--- config.mk ---
export PLATFORM = sky130hd
export DESIGN_NAME = flap_stream_deframer_top
export DESIGN_NICKNAME = d
export VERILOG_FILES = /design/src/hdl/fsd_pkg.sv /design/src/hdl/fsd_in_stage.sv /design/src/hdl/fsd_parser.sv /design/src/hdl/fsd_out_stage.sv /design/src/hdl/flap_stream_deframer_top.sv
export SDC_FILE = /design/constraint.sdc
export NUM_CORES = 1
export LEC_CHECK = 0
export BUFFER_PORTS_ARGS = -buffer_cell sky130_fd_sc_hd__buf_2
export CAP_MARGIN = 10
export CORE_ASPECT_RATIO = 1.4
export CORE_MARGIN = 2
export CORE_UTILIZATION = 50
export CTS_CLUSTER_SIZE = 16
export DETAILED_ROUTE_END_ITERATION = 6
export PLACE_DENSITY_LB_ADDON = 0.2
export SYNTH_ARGS = -nofsm -noshare
export SYNTH_HDL_FRONTEND = slang
export SYNTH_HIERARCHICAL = 1
export SYNTH_SLANG_ARGS = --single-unit
export TNS_END_PERCENT = 20
--- constraint.sdc ---
create_clock -name clk -period 7.7 [get_ports clk]
set_input_delay 1.54 -clock clk [delete_from_list [all_inputs] [get_ports clk]]
set_output_delay 1.54 -clock clk [all_outputs]
set_load 0.03 [all_outputs]
--- src/hdl/fsd_pkg.sv ---
// shared types and constants for the stream deframer
// no dependencies; imported by every module of the block
`timescale 1ns / 1ps

package fsd_pkg;

    localparam int BYTE_W   = 8;
    localparam int SEQ_W    = 16;
    localparam int LEN_W    = 16;
    localparam int STATUS_W = 2;
    localparam int TDATA_W  = 32;

    localparam logic [BYTE_W-1:0] START_BYTE = 8'h2A;
    localparam logic [BYTE_W-1:0] KIND_MIN   = 8'd1;
    localparam logic [BYTE_W-1:0] KIND_MAX   = 8'd5;

    // result status codes
    localparam logic [STATUS_W-1:0] ST_PAYLOAD = 2'd0;
    localparam logic [STATUS_W-1:0] ST_EMPTY   = 2'd1;
    localparam logic [STATUS_W-1:0] ST_STRAY   = 2'd2;
    localparam logic [STATUS_W-1:0] ST_UNKNOWN = 2'd3;

    typedef struct packed {
        logic [STATUS_W-1:0] status;
        logic [BYTE_W-1:0]   frame_kind;
        logic [SEQ_W-1:0]    frame_seq;
        logic [BYTE_W-1:0]   payload_byte;
        logic                last;
    } result_t;

endpackage

--- src/hdl/fsd_in_stage.sv ---
// input register stage: holds one received byte until the parser takes it
// depends on fsd_pkg
`timescale 1ns / 1ps

module fsd_in_stage (
    input  logic                      clk,
    input  logic                      rst_n,
    input  logic                      s_valid,
    output logic                      s_ready,
    input  logic [fsd_pkg::BYTE_W-1:0] s_data,
    output logic                      byte_valid,
    output logic [fsd_pkg::BYTE_W-1:0] byte_data,
    input  logic                      take
);
    import fsd_pkg::*;

    logic              valid_reg;
    logic              valid_next;
    logic [BYTE_W-1:0] data_reg;

    // stage can refill in the same cycle it is drained
    assign s_ready    = !valid_reg || take;
    assign valid_next = s_ready ? s_valid : valid_reg;

    always_ff @(posedge clk or negedge rst_n)
    begin
        if (!rst_n)
        begin
            valid_reg <= 1'b0;
        end
        else
        begin
            valid_reg <= valid_next;
        end
    end

    always_ff @(posedge clk)
    begin
        if (s_valid && s_ready)
        begin
            data_reg <= s_data;
        end
    end

    assign byte_valid = valid_reg;
    assign byte_data  = data_reg;

endmodule

--- src/hdl/fsd_parser.sv ---
// frame parser: header state machine, payload count and result decision
// depends on fsd_pkg
`timescale 1ns / 1ps

module fsd_parser (
    input  logic                       clk,
    input  logic                       rst_n,
    input  logic                       take,
    input  logic [fsd_pkg::BYTE_W-1:0] rx_byte,
    output logic                       has_result,
    output fsd_pkg::result_t           result
);
    import fsd_pkg::*;

    localparam logic [2:0] PH_HUNT    = 3'd0;
    localparam logic [2:0] PH_TYPE    = 3'd1;
    localparam logic [2:0] PH_SEQ_HI  = 3'd2;
    localparam logic [2:0] PH_SEQ_LO  = 3'd3;
    localparam logic [2:0] PH_LEN_HI  = 3'd4;
    localparam logic [2:0] PH_LEN_LO  = 3'd5;
    localparam logic [2:0] PH_PAYLOAD = 3'd6;

    logic [2:0]        phase_reg, phase_next;
    logic [BYTE_W-1:0] kind_reg, kind_next;
    logic [SEQ_W-1:0]  seq_reg, seq_next;
    logic [LEN_W-1:0]  left_reg, left_next;
    logic [LEN_W-1:0]  frame_len;
    logic              kind_known;
    logic              final_byte;

    assign kind_known = (kind_reg >= KIND_MIN) && (kind_reg <= KIND_MAX);
    assign frame_len  = {left_reg[LEN_W-1:BYTE_W], rx_byte};
    // one or zero bytes left
    assign final_byte = (left_reg[LEN_W-1:1] == '0);

    always_comb
    begin
        phase_next = phase_reg;
        kind_next  = kind_reg;
        seq_next   = seq_reg;
        left_next  = left_reg;
        has_result = 1'b0;
        result     = '0;
        unique case (phase_reg)
            PH_TYPE:
            begin
                kind_next  = rx_byte;
                phase_next = PH_SEQ_HI;
            end
            PH_SEQ_HI:
            begin
                seq_next   = {rx_byte, {BYTE_W{1'b0}}};
                phase_next = PH_SEQ_LO;
            end
            PH_SEQ_LO:
            begin
                seq_next   = {seq_reg[SEQ_W-1:BYTE_W], rx_byte};
                phase_next = PH_LEN_HI;
            end
            PH_LEN_HI:
            begin
                left_next  = {rx_byte, {BYTE_W{1'b0}}};
                phase_next = PH_LEN_LO;
            end
            PH_LEN_LO:
            begin
                left_next = frame_len;
                if (frame_len == '0)
                begin
                    phase_next        = PH_HUNT;
                    has_result        = 1'b1;
                    result.status     = kind_known ? ST_EMPTY : ST_UNKNOWN;
                    result.frame_kind = kind_reg;
                    result.frame_seq  = seq_reg;
                    result.last       = 1'b1;
                end
                else
                begin
                    phase_next = PH_PAYLOAD;
                end
            end
            PH_PAYLOAD:
            begin
                left_next = final_byte ? '0 : left_reg - LEN_W'(1);
                if (final_byte)
                begin
                    phase_next = PH_HUNT;
                end
                result.frame_kind = kind_reg;
                result.frame_seq  = seq_reg;
                result.last       = final_byte;
                if (kind_known)
                begin
                    has_result          = 1'b1;
                    result.status       = ST_PAYLOAD;
                    result.payload_byte = rx_byte;
                end
                else
                begin
                    // unknown type: swallow, one marker at the end
                    has_result    = final_byte;
                    result.status = ST_UNKNOWN;
                end
            end
            default:
            begin
                // hunting, unused codes act the same
                if (rx_byte == START_BYTE)
                begin
                    phase_next = PH_TYPE;
                end
                else
                begin
                    phase_next    = PH_HUNT;
                    has_result    = 1'b1;
                    result.status = ST_STRAY;
                end
            end
        endcase
    end

    always_ff @(posedge clk or negedge rst_n)
    begin
        if (!rst_n)
        begin
            phase_reg <= PH_HUNT;
            kind_reg  <= '0;
            seq_reg   <= '0;
            left_reg  <= '0;
        end
        else if (take)
        begin
            phase_reg <= phase_next;
            kind_reg  <= kind_next;
            seq_reg   <= seq_next;
            left_reg  <= left_next;
        end
    end

endmodule

--- src/hdl/fsd_out_stage.sv ---
// result register: holds one result until the downstream side takes it
// depends on fsd_pkg
`timescale 1ns / 1ps

module fsd_out_stage (
    input  logic             clk,
    input  logic             rst_n,
    input  logic             load,
    input  fsd_pkg::result_t result,
    output logic             ready,
    output logic             m_valid,
    input  logic             m_ready,
    output fsd_pkg::result_t m_result
);
    import fsd_pkg::*;

    logic    valid_reg;
    result_t result_reg;

    assign ready = !valid_reg || m_ready;

    always_ff @(posedge clk or negedge rst_n)
    begin
        if (!rst_n)
        begin
            valid_reg <= 1'b0;
        end
        else if (ready)
        begin
            valid_reg <= load;
        end
    end

    always_ff @(posedge clk)
    begin
        if (ready && load)
        begin
            result_reg <= result;
        end
    end

    assign m_valid  = valid_reg;
    assign m_result = result_reg;

endmodule

--- src/hdl/flap_stream_deframer_top.sv ---
// channel   dir  width  contents
// s_axis    in   8      tdata: rx_byte
// m_axis    out  32+2+1 tdata: frame_kind, frame_seq, payload_byte; tuser: status; tlast: last
//
// one byte per clock sustained while m_axis keeps taking results: input register, parser, result register
// a byte accepted into the input register has its result, if any, loaded into the result register once the slot is free
// rst_n clears the parser to hunting and empties both registers
// a stall on m_axis holds the result; s_axis keeps taking while a slot is free
// depends on fsd_pkg, fsd_in_stage, fsd_parser, fsd_out_stage
`timescale 1ns / 1ps

module flap_stream_deframer_top (
    input  logic                        clk,
    input  logic                        rst_n,
    input  logic                        s_axis_tvalid,
    output logic                        s_axis_tready,
    input  logic [7:0]                  s_axis_tdata,   // [7:0] rx_byte
    output logic                        m_axis_tvalid,
    input  logic                        m_axis_tready,
    // [7:0] frame_kind, [23:8] frame_seq, [31:24] payload_byte
    output logic [fsd_pkg::TDATA_W-1:0] m_axis_tdata,
    output logic [1:0]                  m_axis_tuser,   // [1:0] status
    output logic                        m_axis_tlast
);
    import fsd_pkg::*;

    logic              byte_valid;
    logic [BYTE_W-1:0] byte_data;
    logic              take;
    logic              out_ready;
    logic              has_result;
    result_t           result;
    result_t           m_result;

    // a transaction leaves the input register whenever the result slot can take it
    assign take = byte_valid && out_ready;

    fsd_in_stage u_in (
        .clk        (clk),
        .rst_n      (rst_n),
        .s_valid    (s_axis_tvalid),
        .s_ready    (s_axis_tready),
        .s_data     (s_axis_tdata),
        .byte_valid (byte_valid),
        .byte_data  (byte_data),
        .take       (take)
    );

    fsd_parser u_parser (
        .clk        (clk),
        .rst_n      (rst_n),
        .take       (take),
        .rx_byte    (byte_data),
        .has_result (has_result),
        .result     (result)
    );

    fsd_out_stage u_out (
        .clk      (clk),
        .rst_n    (rst_n),
        .load     (take && has_result),
        .result   (result),
        .ready    (out_ready),
        .m_valid  (m_axis_tvalid),
        .m_ready  (m_axis_tready),
        .m_result (m_result)
    );

    assign m_axis_tdata = {m_result.payload_byte, m_result.frame_seq, m_result.frame_kind};
    assign m_axis_tuser = m_result.status;
    assign m_axis_tlast = m_result.last;

    // stray bytes carry no frame information
    assert property (@(posedge clk) disable iff (!rst_n)
        (m_axis_tvalid && (m_axis_tuser == ST_STRAY)) |-> ((m_axis_tdata == '0) && !m_axis_tlast))
        else $error("stray result carries frame fields");

    // only payload results carry a data byte
    assert property (@(posedge clk) disable iff (!rst_n)
        (m_axis_tvalid && (m_axis_tuser != ST_PAYLOAD)) |-> (m_axis_tdata[31:24] == '0))
        else $error("non-payload result carries a data byte");

    // empty and unknown-type results always close a frame
    assert property (@(posedge clk) disable iff (!rst_n)
        (m_axis_tvalid && ((m_axis_tuser == ST_EMPTY) || (m_axis_tuser == ST_UNKNOWN)))
        |-> m_axis_tlast)
        else $error("frame-closing result without tlast");

    // a result offered in the slot must not vanish before it is taken
    assert property (@(posedge clk) disable iff (!rst_n)
        (m_axis_tvalid && !m_axis_tready) |=> m_axis_tvalid)
        else $error("stalled result dropped");

endmodule

Yosys cells after proc, flatten, opt, wreduce, memory -nomap -nowiden
Cells that the tools add are included.
{ "word_totals": {"inputBits": 12, "reg_bits": 88, "word_cells": 67} }
{ "classes": {"magnitude_cmp": 2, "bitwise": 2, "muxes": 18, "eq_ne": 8, "n_reduce_logical": 22, "n_addsub": 1} }
{ "ops": {"columns": ["cell", "count"], "rows": [
  ["$pmux W16 S3", 1],
  ["$pmux W24 S2", 1],
  ["$pmux W16 S2", 1],
  ["$mux W26", 1],
  ["$pmux W3 S6", 1],
  ["$logic_not A16 Y1", 1],
  ["$mux W16", 1],
  ["$sub A16 B1 Y16 const B", 1],
  ["$logic_not A15 Y1", 1],
  ["$reduce_and A2 Y1", 5],
  ["$eq A3 B3 Y1 const B", 3],
  ["$eq A8 B6 Y1 const B", 1],
  ["$ge A8 B1 Y1 const B", 1],
  ["$le A8 B3 Y1 const B", 1],
  ["$eq A3 B2 Y1 const B", 2],
  ["$mux W2", 3],
  ["$mux W3", 2],
  ["$pmux W2 S3", 1],
  ["$reduce_and A3 Y1", 2],
  ["$logic_and A1 B1 Y1", 5],
  ["$mux W1", 4],
  ["$reduce_bool A2 Y1", 2],
  ["$reduce_or A4 Y1", 1],
  ["$eq A3 B1 Y1 const B", 1],
  ["7 further kinds", 10]
]} }

Depth between registers and ports, before layout
{ "logic_depth": {"word_depth": 6, "ltp_mapped": 9} }

Modules after synthesis
Netlist, hierarchy kept.
{ "modules_own_cells": {"columns": ["mod", "area_per_inst_um2", "n_inst", "cells_per_inst", "seq_area_each_um2"], "rows": [
  ["fsd_parser", 2516.2, 1, 272, 1076.0],
  ["fsd_out_stage", 1104.8, 1, 39, 1076.0],
  ["fsd_in_stage", 294.0, 1, 12, 265.3],
  ["flap_stream_deframer_top", 12.5, 1, 2, 0.0]
]} }

Least setup slack after synthesis
OpenSTA, ideal clock, no wires.
{ "synth_timing": {"path_kind": "input -> output", "from": "input m_axis_tready", "to": "output s_axis_tready", "path_slack_ns": 4.165, "path_stages": 3, "required_ns": 6.160, "arrival_time_ns": 1.995, "path_cell_list": "nand2b_4 -> and2_1 -> nand2b_4"} }
{ "synth_via": {"elab_chain_len": 3} }
{ "synth_rtl": {"columns": ["element", "line_no", "text"], "rows": [
  ["start: declaration", "flap_stream_deframer_top.sv:19", "input logic m_axis_tready,"],
  ["$logic_or A1 B1 Y1", "fsd_out_stage.sv:20", "assign ready = !valid_reg || m_ready;"],
  ["$logic_and A1 B1 Y1", "flap_stream_deframer_top.sv:36", "assign take = byte_valid && out_ready;"],
  ["net take", "flap_stream_deframer_top.sv:29", "logic take;"],
  ["$logic_or A1 B1 Y1", "fsd_in_stage.sv:22", "assign s_ready = !valid_reg || take;"],
  ["end: declaration", "flap_stream_deframer_top.sv:16", "output logic s_axis_tready,"]
]} }
The timed path passes the listed nets, and every way through them passes these cells.

Worst setup path in the final report
{ "layout_timing": {"from": "input m_axis_tready", "to": "output s_axis_tready"} }
{ "layout_via": {"elab_chain_len": 3} }
{ "layout_rtl": {"columns": ["element", "line_no", "text"], "rows": [
  ["$logic_or A1 B1 Y1", "fsd_out_stage.sv:20", null],
  ["net out_ready", "flap_stream_deframer_top.sv:30", "logic out_ready;"],
  ["$logic_and A1 B1 Y1", "flap_stream_deframer_top.sv:36", null],
  ["net take", "flap_stream_deframer_top.sv:29", null],
  ["$logic_or A1 B1 Y1", "fsd_in_stage.sv:22", null]
]} }
The timed path passes the listed nets, and every way through them passes these cells.

==> flow_summary.ini <==
[clock_network]
post_cts_buffers = 0
path_clk_slew_ns = 0.08
cts_hold_buf = 0
clock-sinks = 88
cts_max_path_buffers = 2
clkLatencyLatePin_ns = 0.36
cts_resized = 0
cts_made_buffers = 9
cts_tree = built
cts.root.buffer_cell = clkbuf_8
h-tree-depth = 3

[critical_path]
cp-start-kind = input pin
r2r_slack_ns = 4.57
end_kind = output pin
worstReg2RegEnd = u_out/m_result[21]$_DFFE_PP_
arrival_ns = 2.48
setup.worst_path.end = s_axis_tready
startpoint = m_axis_tready
r2r-start = u_parser/kind_reg[6]$_DFFE_PN0P_
r2r_cells = 6
path_max_fanout = 9
required_ns = 6.16
crit_type = input pin to output pin

[placed_design]
port-buffer-count = 48
gp_congestion = 0.874
dp_cells = 460
hpwlAfterDp_um = 5420
place_area_mm2 = 0.00424
preCtsSetupSlack_ns = 3.69

[floorplan]
fp-row-count = 38
core_mm2 = 0.00770
ioPinCount = 49
die_x_um = 78.9
die-area_mm2 = 0.00859
die_h_um = 109
start_util_pct = 51.0

[logic_synthesis]
synth_cell_types = 54
synth-xor-area-share_pct = 0.223
synth.top_cells.by_area = edfxtp_1 (33%), dfrtp_1 (29%), mux2_2 (4.6%), nor2b_1 (4.1%), nand2_1 (3.0%)
syn_inst = 325
synth-edff-count = 43
muxShareOfSynthArea_pct = 4.59
synth_top_area_cell = edfxtp_1
ys_warn_count = 6
syn_area_mm2 = 0.00393
synth_fp_nets = 338
synthFlopType = dfrtp_1
synth-compound-area-share_pct = 12.0
synthArstFlopShare_pct = 51.1
synth_simple_gate_area_share_pct = 19.5
synth_largest_type_area_fraction_pct = 32.9
synth_seq_cells = 88
synth_top_family_by_area = simple AND/OR/NAND/NOR gates
synth_seq_area_share_pct = 61.5
synth_area_per_cell_um2 = 12.1
synthAdderAreaFrac_pct = 0.319

[final_layout]
layout.nets = 384
largest_register_ffs = 35
final_common_cell = buf_2
area_delta_synth_final_pct = 13.1
fin_cells = 476
antenna_cells = 0
drive_gt1_share_pct = 26.1
mostFrequentLayoutCells = buf_2 (48), dfrtp_1 (45), edfxtp_1 (43), nand2_1 (31), nor2b_1 (26)
stdcell_area_mm2 = 0.00444

[run_status]
status = finished clean

[grt]
grt_pass1_vias = 2498
gr-usage-all-layers_pct = 20.5
antenna_found_initial = 0
overflow = 0
grt_max_degree = 46
grt_first_pass_wirelength_um = 13000

[sta]
tns_ns = 0
fin_crit_sh_pct = 52.2
worst_pin_slew_ns = 1.07
setup_viol = 0
hold_violations = 0
max_slew_margin_pct = 28.7
clock-skew-final_ns = 0.00991
rsz0062_at_grt = no
fmax_ghz = 0.249
slew_violations = 0
fin_crit_ns = 4.02
fin_ws_ns = 3.68

[route]
first_pass_iters = 4
drtIter0Drc = 176
drtAntennaViolNets = 0
wl_um = 8030
via_per_inst = 5.68
routedWlPerCell_um = 16.9
post-route-drc-count = 0
vias = 2704

[hold_path]
hp-class = flop to flop

[pwr]
powerDensity_mw_per_mm2 = 393
peakVddDrop_mv = 0.186
leakage_uw = 0.00180

[flow_run]
max_cap_violations = 0
power breakdown:
| group | switching, uW | internal [uW] | total [uW] |
|---|---|---|---|
| Combinational | 390 | 238 | 628 |
| Sequential | 137 | 664 | 801 |
| Clock | 159 | 158 | 317 |
| Total | 686 | 1060 | 1750 |
metrics by stage:
step                      total power [uW]  util [%]  hold slack, ns
after floorplan                       1270         -           0.442
after global placement                1410      55.1           0.453
after detailed placement              1440      55.1           0.468
after CTS                             1760      57.7           0.487
after global routing                  1870      57.7           0.522
final                                 1750      57.7           0.484
worst min-delay path by stage:
stage	startpoint	end	depth (start not counted)
after CTS	u_parser/seq_reg[4]$_DFFE_PN0P_	u_parser/seq_reg[4]$_DFFE_PN0P_	2
final	u_parser/seq_reg[6]$_DFFE_PN0P_	u_parser/seq_reg[6]$_DFFE_PN0P_	2
after detailed placement	u_parser/seq_reg[4]$_DFFE_PN0P_	u_parser/seq_reg[4]$_DFFE_PN0P_	2
after global placement	u_parser/seq_reg[3]$_DFFE_PN0P_	u_parser/seq_reg[3]$_DFFE_PN0P_	2
after global routing	u_parser/seq_reg[5]$_DFFE_PN0P_	u_parser/seq_reg[5]$_DFFE_PN0P_	2
after floorplan	u_parser/seq_reg[0]$_DFFE_PN0P_	u_parser/seq_reg[0]$_DFFE_PN0P_	2
Yosys cell counts (all sizes together) (2+ instances only):
master / number
dfrtp: 45
edfxtp: 43
nand2: 31
nor2b: 26
o21ai: 26
nor2: 17
mux2: 16
a21oi: 12
clkbuf: 11
and3: 10
nand2b: 10
nor3: 9
or3: 7
a22oi: 6
nor4: 5
a221o: 4
and2: 4
inv: 4
or4: 4
nand3: 3
nand3b: 3
a21o: 2
a22o: 2
buf: 2
nand4: 2
o211a: 2
o31ai: 2
or2: 2
metal layers:
layer / vias to the layer above / track usage [%] / part of all wire (%)
li1: 1289 / - / -
met1: 1331 / 25.7 / 41
met2: 72 / 33.6 / 52
met3: 12 / 4.47 / 4.5
met4: 0 / 10.6 / 2.0
met5: - / 0 / 0
worst max-delay path: stages:
cell and delay, ns:
buf_2 0.07, nand2b_4 0.11, and2_1 0.34, nand2b_4 0.21, buf_2 0.19
layout make-up:
class | count | area, um^2
multi-input combinational | 220 | 1450
clock inverter | 5 | 56.3
timing repair buffer | 48 | 240
clock buffer | 11 | 141
sequential | 88 | 2420
fill | 678 | 3260
inverter | 4 | 15.0
tap | 100 | 125
cell families after synthesis:
| kind of cell | Yosys count |
|---|---|
| compound gates | 67 |
| xor+xnor | 1 |
| fa+ha+maj | 1 |
| buf+inv | 17 |
| flops | 88 |
| mux | 16 |
| simple gates | 135 |
Power figures use the tool's default switching activity.
